<file path="config.mk">
export PLATFORM = sky130hd
export DESIGN_NAME = ordered_list_engine
export DESIGN_NICKNAME = d
export VERILOG_FILES = /design/src/sv/olist_pkg.sv /design/src/sv/ordered_list_engine.sv
export SDC_FILE = /design/constraint.sdc
export NUM_CORES = 2
export LEC_CHECK = 0
export BUFFER_PORTS_ARGS = -buffer_cell sky130_fd_sc_hd__buf_2
export CORE_UTILIZATION = 25
export DETAILED_ROUTE_END_ITERATION = 16
export PLACE_DENSITY = 0.47
export SLEW_MARGIN = 20
export SYNTH_ARGS = -nofsm -noshare
export SYNTH_HDL_FRONTEND = slang
export SYNTH_SLANG_ARGS = --single-unit
</file>
<file path="constraint.sdc">
create_clock -name clock -period 16.39 [get_ports clock]
set_clock_uncertainty 0.2 [all_clocks]
set_input_delay 4.0975 -clock clock [delete_from_list [all_inputs] [get_ports clock]]
set_output_delay 4.0975 -clock clock [all_outputs]
set_load 0.1 [all_outputs]
</file>
<file path="src/sv/olist_pkg.sv">
// shared types and constants for the ordered list engine
package olist_pkg;

   localparam int DEPTH  = 32;
   localparam int SLOT_W = $clog2(DEPTH);
   localparam int CNT_W  = $clog2(DEPTH + 1);

   typedef logic [SLOT_W-1:0] slot_type;
   typedef logic [CNT_W-1:0]  count_type;
   typedef logic [DEPTH-1:0]  slot_mask_type;

   typedef enum logic [2:0] {
      FN_INS_FRONT = 3'd0,
      FN_APPEND    = 3'd1,
      FN_INS_AT    = 3'd2,
      FN_DEL_FRONT = 3'd3,
      FN_DEL_BACK  = 3'd4,
      FN_DEL_AT    = 3'd5,
      FN_TRAVERSE  = 3'd6
   } func_type;

   typedef enum logic [1:0] {
      ST_OK    = 2'd0,
      ST_EMPTY = 2'd1,
      ST_FULL  = 2'd2,
      ST_RANGE = 2'd3
   } status_type;

   typedef enum logic [3:0] {
      S_IDLE,
      S_WALK,
      S_INS_FRONT,
      S_INS_NEW,
      S_INS_PREV,
      S_DEL_FRONT,
      S_DEL_LINK,
      S_TRAV,
      S_RESP
   } state_type;

   // one-hot mask of a single slot
   function automatic slot_mask_type slot_bit(input slot_type s);
      slot_mask_type m;
      m = slot_mask_type'(1) << s;
      return m;
   endfunction

endpackage

</file>
<file path="src/sv/ordered_list_engine.sv">
// ordered list engine: circular singly linked list held in slot memories
// sequence: refusals, unused codes and single-element operations go straight to the
//    response; front insert and delete pass through S_INS_FRONT or S_DEL_FRONT; insert
//    or delete at an index walks in S_WALK (append to position count, delete back to
//    count - 1), then relinks; the request side stalls until the result is loaded
// traverse gives one element a cycle while the output is not stalled
// reset: synchronous; list empty, all slots free; slot memories are not cleared
module ordered_list_engine (
   input  logic                     clock,
   input  logic                     reset,
   // request channel
   input  logic                     req_valid,
   output logic                     req_stall,
   input  logic [2:0]               req_func,
   input  logic signed [31:0]       req_key,
   input  logic [5:0]               req_position,
   // response channel
   output logic                     rsp_valid,
   input  logic                     rsp_stall,
   output logic [1:0]               rsp_status,
   output logic signed [31:0]       rsp_element,
   output logic [5:0]               rsp_element_count,
   output logic                     rsp_last
);

   // ------------------------------------------------------------------
   // state registers
   // ------------------------------------------------------------------
   olist_pkg::state_type     state_ff, state_in;
   olist_pkg::slot_type      head_ff, head_in;
   olist_pkg::slot_type      tail_ff, tail_in;
   olist_pkg::slot_mask_type free_ff, free_in;
   olist_pkg::count_type     count_ff, count_in;

   // per-transaction working registers
   olist_pkg::slot_type      slot_ff, slot_in;      // newly allocated slot
   olist_pkg::slot_type      cur_ff, cur_in;        // walk cursor
   olist_pkg::slot_type      prev_ff, prev_in;      // one step behind the cursor
   olist_pkg::slot_type      prev2_ff, prev2_in;    // two steps behind
   olist_pkg::count_type     steps_ff, steps_in;    // walk steps or elements left
   logic                     del_ff, del_in;        // walk feeds a delete
   olist_pkg::status_type    status_ff, status_in;  // pending status transaction

   // response output register
   logic                     rsp_valid_ff, rsp_valid_in;
   olist_pkg::status_type    rsp_status_ff, rsp_status_in;
   logic signed [31:0]       rsp_element_ff, rsp_element_in;
   olist_pkg::count_type     rsp_count_ff, rsp_count_in;
   logic                     rsp_last_ff, rsp_last_in;
   logic                     rsp_load;
   logic                     out_free;

   // ------------------------------------------------------------------
   // slot memories: values and successor links, registered read
   // both share a read address so a traverse gets value and link together
   // ------------------------------------------------------------------
   logic signed [31:0]       val_mem [olist_pkg::DEPTH];
   olist_pkg::slot_type      link_mem [olist_pkg::DEPTH];
   logic signed [31:0]       val_rd_ff;
   olist_pkg::slot_type      link_rd_ff;

   logic                     val_we;
   logic                     link_we;
   olist_pkg::slot_type      link_wa;
   olist_pkg::slot_type      link_wd;
   olist_pkg::slot_type      mem_ra;

   // request decode
   olist_pkg::func_type      func;
   olist_pkg::slot_type      alloc_slot;
   olist_pkg::count_type     pos_eff;
   olist_pkg::count_type     req_pos;
   logic                     is_empty;
   logic                     is_full;
   logic                     do_ins;
   logic                     do_del;

   assign func     = olist_pkg::func_type'(req_func);
   assign req_pos  = olist_pkg::count_type'(req_position);
   assign is_empty = (count_ff == '0);
   assign is_full  = (count_ff == olist_pkg::count_type'(olist_pkg::DEPTH));

   // lowest free slot
   always_comb begin
      alloc_slot = '0;
      for (int i = olist_pkg::DEPTH - 1; i >= 0; i--) begin
         if (free_ff[i]) begin
            alloc_slot = olist_pkg::slot_type'(i);
         end
      end
   end

   always_ff @(posedge clock) begin
      if (val_we) begin
         val_mem[slot_in] <= req_key;
      end
      if (link_we) begin
         link_mem[link_wa] <= link_wd;
      end
      val_rd_ff  <= val_mem[mem_ra];
      link_rd_ff <= link_mem[mem_ra];
   end

   // the output register frees up when empty or when its transaction is taken
   assign out_free = !rsp_valid_ff || !rsp_stall;
   assign req_stall = (state_ff != olist_pkg::S_IDLE);

   // ------------------------------------------------------------------
   // request classification: which operation, and at which index
   // ------------------------------------------------------------------
   always_comb begin
      do_ins    = 1'b0;
      do_del    = 1'b0;
      pos_eff   = '0;
      status_in = olist_pkg::ST_OK;
      unique case (func)
         olist_pkg::FN_INS_FRONT: begin
            if (is_full) status_in = olist_pkg::ST_FULL;
            else         do_ins    = 1'b1;
         end
         olist_pkg::FN_APPEND: begin
            // append to an empty list is refused
            pos_eff = count_ff;
            if (is_empty)     status_in = olist_pkg::ST_EMPTY;
            else if (is_full) status_in = olist_pkg::ST_FULL;
            else              do_ins    = 1'b1;
         end
         olist_pkg::FN_INS_AT: begin
            pos_eff = req_pos;
            if (is_empty)              status_in = olist_pkg::ST_EMPTY;
            else if (is_full)          status_in = olist_pkg::ST_FULL;
            else if (req_pos > count_ff) status_in = olist_pkg::ST_RANGE;
            else                       do_ins    = 1'b1;
         end
         olist_pkg::FN_DEL_FRONT: begin
            if (is_empty) status_in = olist_pkg::ST_EMPTY;
            else          do_del    = 1'b1;
         end
         olist_pkg::FN_DEL_BACK: begin
            pos_eff = olist_pkg::count_type'(count_ff - 1'b1);
            if (is_empty) status_in = olist_pkg::ST_EMPTY;
            else          do_del    = 1'b1;
         end
         olist_pkg::FN_DEL_AT: begin
            pos_eff = req_pos;
            if (is_empty)                 status_in = olist_pkg::ST_EMPTY;
            else if (req_pos >= count_ff) status_in = olist_pkg::ST_RANGE;
            else                          do_del    = 1'b1;
         end
         olist_pkg::FN_TRAVERSE: begin
            if (is_empty) status_in = olist_pkg::ST_EMPTY;
         end
         default: begin
            // unused code: no operation, ok status
            status_in = olist_pkg::ST_OK;
         end
      endcase
   end

   // ------------------------------------------------------------------
   // sequencer: next state, memory control and response loading
   // ------------------------------------------------------------------
   always_comb begin
      state_in = state_ff;
      head_in  = head_ff;
      tail_in  = tail_ff;
      free_in  = free_ff;
      count_in = count_ff;
      slot_in  = slot_ff;
      cur_in   = cur_ff;
      prev_in  = prev_ff;
      prev2_in = prev2_ff;
      steps_in = steps_ff;
      del_in   = del_ff;

      val_we  = 1'b0;
      link_we = 1'b0;
      link_wa = slot_ff;
      link_wd = cur_ff;
      mem_ra  = cur_ff;

      rsp_load       = 1'b0;
      rsp_status_in  = status_ff;
      rsp_element_in = '0;
      rsp_count_in   = count_ff;
      rsp_last_in    = 1'b1;

      unique case (state_ff)
         olist_pkg::S_IDLE: begin
            // the head is read at acceptance: every walk and traverse starts there
            mem_ra = head_ff;
            if (req_valid) begin
               cur_in   = head_ff;
               state_in = olist_pkg::S_RESP;
               if (do_ins) begin
                  slot_in  = alloc_slot;
                  free_in  = free_ff & ~olist_pkg::slot_bit(alloc_slot);
                  val_we   = 1'b1;
                  count_in = olist_pkg::count_type'(count_ff + 1'b1);
                  link_wa  = alloc_slot;
                  if (is_empty) begin
                     // single element points at itself
                     link_we = 1'b1;
                     link_wd = alloc_slot;
                     head_in = alloc_slot;
                     tail_in = alloc_slot;
                  end else if (pos_eff == '0) begin
                     link_we  = 1'b1;
                     link_wd  = head_ff;
                     head_in  = alloc_slot;
                     state_in = olist_pkg::S_INS_FRONT;
                  end else begin
                     // walk to the slot at pos; its predecessor trails by one
                     steps_in = pos_eff;
                     del_in   = 1'b0;
                     state_in = olist_pkg::S_WALK;
                  end
               end else if (do_del) begin
                  count_in = olist_pkg::count_type'(count_ff - 1'b1);
                  if (count_ff == olist_pkg::count_type'(1)) begin
                     free_in = free_ff | olist_pkg::slot_bit(head_ff);
                     head_in = '0;
                     tail_in = '0;
                  end else if (pos_eff == '0) begin
                     state_in = olist_pkg::S_DEL_FRONT;
                  end else begin
                     // walk one past the victim to pick up its successor
                     steps_in = olist_pkg::count_type'(pos_eff + 1'b1);
                     del_in   = 1'b1;
                     state_in = olist_pkg::S_WALK;
                  end
               end else if (func == olist_pkg::FN_TRAVERSE && !is_empty) begin
                  steps_in = count_ff;
                  state_in = olist_pkg::S_TRAV;
               end
            end
         end

         olist_pkg::S_WALK: begin
            // one link per cycle: the read data addresses the next read
            prev2_in = prev_ff;
            prev_in  = cur_ff;
            cur_in   = link_rd_ff;
            mem_ra   = link_rd_ff;
            steps_in = olist_pkg::count_type'(steps_ff - 1'b1);
            if (steps_ff == olist_pkg::count_type'(1)) begin
               state_in = del_ff ? olist_pkg::S_DEL_LINK : olist_pkg::S_INS_NEW;
            end
         end

         olist_pkg::S_INS_FRONT: begin
            // old tail now closes the ring onto the new head
            link_we  = 1'b1;
            link_wa  = tail_ff;
            link_wd  = slot_ff;
            state_in = olist_pkg::S_RESP;
         end

         olist_pkg::S_INS_NEW: begin
            link_we  = 1'b1;
            link_wa  = slot_ff;
            link_wd  = cur_ff;
            state_in = olist_pkg::S_INS_PREV;
         end

         olist_pkg::S_INS_PREV: begin
            link_we = 1'b1;
            link_wa = prev_ff;
            link_wd = slot_ff;
            if (prev_ff == tail_ff) begin
               tail_in = slot_ff;
            end
            state_in = olist_pkg::S_RESP;
         end

         olist_pkg::S_DEL_FRONT: begin
            // link of the old head arrived from the read at acceptance
            head_in  = link_rd_ff;
            link_we  = 1'b1;
            link_wa  = tail_ff;
            link_wd  = link_rd_ff;
            free_in  = free_ff | olist_pkg::slot_bit(head_ff);
            state_in = olist_pkg::S_RESP;
         end

         olist_pkg::S_DEL_LINK: begin
            // predecessor skips the victim
            link_we = 1'b1;
            link_wa = prev2_ff;
            link_wd = cur_ff;
            if (prev_ff == tail_ff) begin
               tail_in = prev2_ff;
            end
            free_in  = free_ff | olist_pkg::slot_bit(prev_ff);
            state_in = olist_pkg::S_RESP;
         end

         olist_pkg::S_TRAV: begin
            // re-read the same slot while the output is held
            if (out_free) begin
               rsp_load       = 1'b1;
               rsp_status_in  = olist_pkg::ST_OK;
               rsp_element_in = val_rd_ff;
               rsp_last_in    = (steps_ff == olist_pkg::count_type'(1));
               cur_in         = link_rd_ff;
               mem_ra         = link_rd_ff;
               steps_in       = olist_pkg::count_type'(steps_ff - 1'b1);
               if (steps_ff == olist_pkg::count_type'(1)) begin
                  state_in = olist_pkg::S_IDLE;
               end
            end
         end

         olist_pkg::S_RESP: begin
            if (out_free) begin
               rsp_load = 1'b1;
               state_in = olist_pkg::S_IDLE;
            end
         end

         default: begin
            state_in = olist_pkg::S_IDLE;
         end
      endcase

      rsp_valid_in = rsp_load || (rsp_valid_ff && rsp_stall);
   end

   // ------------------------------------------------------------------
   // registers
   // ------------------------------------------------------------------
   always_ff @(posedge clock) begin
      if (reset) begin
         state_ff     <= olist_pkg::S_IDLE;
         head_ff      <= '0;
         tail_ff      <= '0;
         free_ff      <= '1;
         count_ff     <= '0;
         rsp_valid_ff <= 1'b0;
      end else begin
         state_ff     <= state_in;
         head_ff      <= head_in;
         tail_ff      <= tail_in;
         free_ff      <= free_in;
         count_ff     <= count_in;
         rsp_valid_ff <= rsp_valid_in;
      end
   end

   always_ff @(posedge clock) begin
      slot_ff  <= slot_in;
      cur_ff   <= cur_in;
      prev_ff  <= prev_in;
      prev2_ff <= prev2_in;
      steps_ff <= steps_in;
      del_ff   <= del_in;
      if (state_ff == olist_pkg::S_IDLE && req_valid) begin
         status_ff <= status_in;
      end
      if (rsp_load) begin
         rsp_status_ff  <= rsp_status_in;
         rsp_element_ff <= rsp_element_in;
         rsp_count_ff   <= rsp_count_in;
         rsp_last_ff    <= rsp_last_in;
      end
   end

   assign rsp_valid         = rsp_valid_ff;
   assign rsp_status        = rsp_status_ff;
   assign rsp_element       = rsp_element_ff;
   assign rsp_element_count = 6'(rsp_count_ff);
   assign rsp_last          = rsp_last_ff;

endmodule
</file>
==> results_dict.tcl <==
set metrics [dict create \
    row_count 172 \
    crit_type "primary input to flop" \
    die_w_um 472.5 \
    core_um2 219700 \
    power_mw 11.45 \
    timing.final.ws_setup_ps 7590 \
    hold_violations 0 \
    final_cell_mix "edfxtp_1, nand2_1, nand3_1" \
    grt_max_degree 173 \
    worstHoldPathCells 1 \
    hold-worst-slack_ps 300.3 \
    dr.pass1.iters 6 \
    drtIter0Drc 3103 \
    post-route-util 0.2916 \
    htreeDepth 4 \
    cp-start-kind "primary input" \
    die_y_um 472.5 \
    syn_nets 4241 \
    relSlewSlack 0.2106 \
    io_pins 88 \
    drc 0 \
    critPathArrivalTime_ps 9030 \
    p_leak_nw 21.57 \
    rr_worst_depth 11 \
    cap_viol_max_count 0 \
    clockBufferDepth 3 \
    min_to "rsp_element[27]$_SDFFCE_PN0P_" \
    worst_r2r_endpoint "val_rd_ff[3]$_DFF_P_" \
    drt-total-wl_um 168300 \
    wl_per_cell_um 22.96 \
    cts_resized 0 \
    cts-root-buf "clkbuf_16" \
    critPathSlowestCell "nor2_4" \
    drive_gt1_frac 0.1090 \
    dpl_worst_slack_ps 6842 \
    instances_no_fill 7329 \
    hold_path.class "flop to flop" \
    overflow 0 \
    fin_area_um2 64080 \
    grt_first_pass_wirelength_um 244200 \
    peakVddDrop_mv 0.1726 \
    cp.required_ps 16620 \
    start_util 0.2519 \
    reg2reg_from "state_ff[0]$_SDFFE_PP0P_" \
    cp_common_cell "buf_4" \
    status "complete, no violations" \
    clkSlewWorstSetupHoldPaths_ps 50 \
    r2r_slack_ps 9830 \
    synthToLayoutAreaGrowth_pct 15.79 \
    final_common_cell "edfxtp_1" \
    worstPathCellList "buf_2 -> ha_1 -> a211oi_1 -> o21bai_1 -> o21ai_0 -> o221a_2 -> buf_4 -> clkinv_2 -> nor2_1 -> buf_4 -> a31oi_2 -> nor2_4 -> buf_4" \
    vias 35050 \
    io_buffers 87 \
    end_kind "flop" \
    worst_slew_pin_slew_ps 1184 \
    cpPeakStageDelay_ps 800 \
    period_minus_slack_ps 8800 \
    place.gp.congestion 0.8815 \
    yosysSeqAreaShare 0.7121 \
    synth_area_um2 55340 \
    clk_latency_ps 790 \
    holdBufCountCts 0 \
    grt_setup_unrepaired "false" \
    slew_viol_final 0 \
    synth-main-ff-cell "edfxtp_1" \
    max_freq_mhz 113.6 \
    synth_area_per_cell_um2 13.23 \
    cts_setup_buffers 0 \
    cts_sinks 1344 \
    synth_edf_count 1249 \
    hold_start "val_rd_ff[27]$_DFF_P_" \
    layout_worst_path_cycle_share 0.5369 \
    critPathLaunch "req_position[3]" \
    yosys_warnings 0 \
    antenna_left 0 \
    dpl.cell_count 7063 \
    grt_pass1_vias 34177 \
    netlist_instances 4183 \
    power_density_nw_per_um2 178.6 \
    nets 4311 \
    dieArea_um2 223300 \
    finalSetupViolations 0 \
    setup_tns_ps 0 \
    dp_hpwl_um 94780 \
    worstPathMaxFanout 37 \
    grt_antenna_before_repair 15 \
    track_usage 0.1481 \
    place_area_um2 59350 \
    viasPerCell 4.782 \
    ys_async_sr_fraction 0 \
    synth-seq-cells 1344 \
    yosysUniqueCellTypes 96 \
    numCtsBuffers 146 \
    tritoncts "yes" \
]
[synth_stat cells (8+ instances only)]
cell type,number,share of area
dfxtp_1,95,0.034
xnor2_1,13,0.0021
nand2_1,848,0.058
o22ai_1,9,0.0010
nor3b_1,9,0.0012
a21o_1,9,0.0012
mux2i_1,226,0.041
buf_6,8,0.0016
clkbuf_1,110,0.0075
a31oi_1,27,0.0031
o211ai_1,15,0.0020
nor2b_1,15,0.0017
a22o_1,70,0.011
buf_2,98,0.0089
a211oi_1,15,0.0020
a221oi_1,13,0.0021
a22oi_1,24,0.0033
buf_4,21,0.0028
and4_1,36,0.0057
nor2_1,166,0.011
nand3_1,318,0.029
inv_1,28,0.0019
nor4_1,15,0.0017
ha_1,13,0.0029
nand2b_1,10,0.0011
and3_1,10,0.0011
and2_1,43,0.0049
nand4_1,10,0.0011
edfxtp_1,1249,0.68
o21ai_0,50,0.0045
nor3_1,42,0.0038
a2111oi_0,72,0.011
buf_1,18,0.0012
a21oi_1,295,0.027
o31ai_1,10,0.0014
[worst max-delay path, delay by kind of cell]
family,cells,cell delay (ps)
simple gates,2,1290
buf+inv,5,1860
fa+ha+maj,1,300
compound gates,5,1440
[flip-flops by register name, summed over array words and instances (netlist names)]
register,flops
tail_ff,5
rsp_valid,1
del_ff,1
rsp_status,2
free_ff,32
status_ff,2
rsp_last,1
prev2_ff,5
state_ff,4
steps_ff,6
link_rd_ff,5
count_ff,6
link_mem,160
cur_ff,5
rsp_element_count,6
slot_ff,5
val_rd_ff,32
rsp_element,32
prev_ff,5
head_ff,5
val_mem,1024
[layer usage]
layer	vias to the layer above	wire [um]	global-route usage
li1	15916	-	-
met1	17901	77850	0.2084
met3	241	8316	0.02173
met2	990	78430	0.2367
met5	-	13	0
met4	2	3678	0.03936
[power breakdown]
group          switching [mW]  internal, mW  leakage (nW)
Combinational            2.82          1.21          7.24
Clock                    1.39          1.86          2.29
Sequential              0.135          4.03          12.0
[worst max-delay path by stage]
stage | to | slack (ps) | cells past startpoint
6_report | val_mem[15][15]$_DFFE_PP_ | 7590 | 13
5_1_grt | val_mem[15][16]$_DFFE_PP_ | 7310 | 13
4_1_cts | val_mem[15][15]$_DFFE_PP_ | 7660 | 13
3_5_place_dp | val_mem[15][17]$_DFFE_PP_ | 6840 | 13
3_3_place_gp | val_mem[15][15]$_DFFE_PP_ | 6810 | 13
2_1_floorplan | free_ff[10]$_SDFFE_PP1P_ | 7380 | 12
[cell type report]
type	count	area, um2
flip-flops and latches	1344	39410
fillers	22268	155600
well taps	2958	3701
clock inverters	58	640.6
clock buffers	205	4079
multi-input cells	2554	14980
diodes	3	7.507
inverters	29	110.1
repair buffers	178	1156
[cell families after synthesis]
group,Yosys count,synth area share
AND/OR/NAND/NOR,1573,0.1276
flip-flops,1344,0.7121
AO/OA/AOI/OAI,717,0.08797
buffers and inverters,285,0.02415
multiplexers,230,0.04189
XOR/XNOR,19,0.003007
adder cells (fa/ha/maj),15,0.003301
Power figures use the tool's default switching activity.
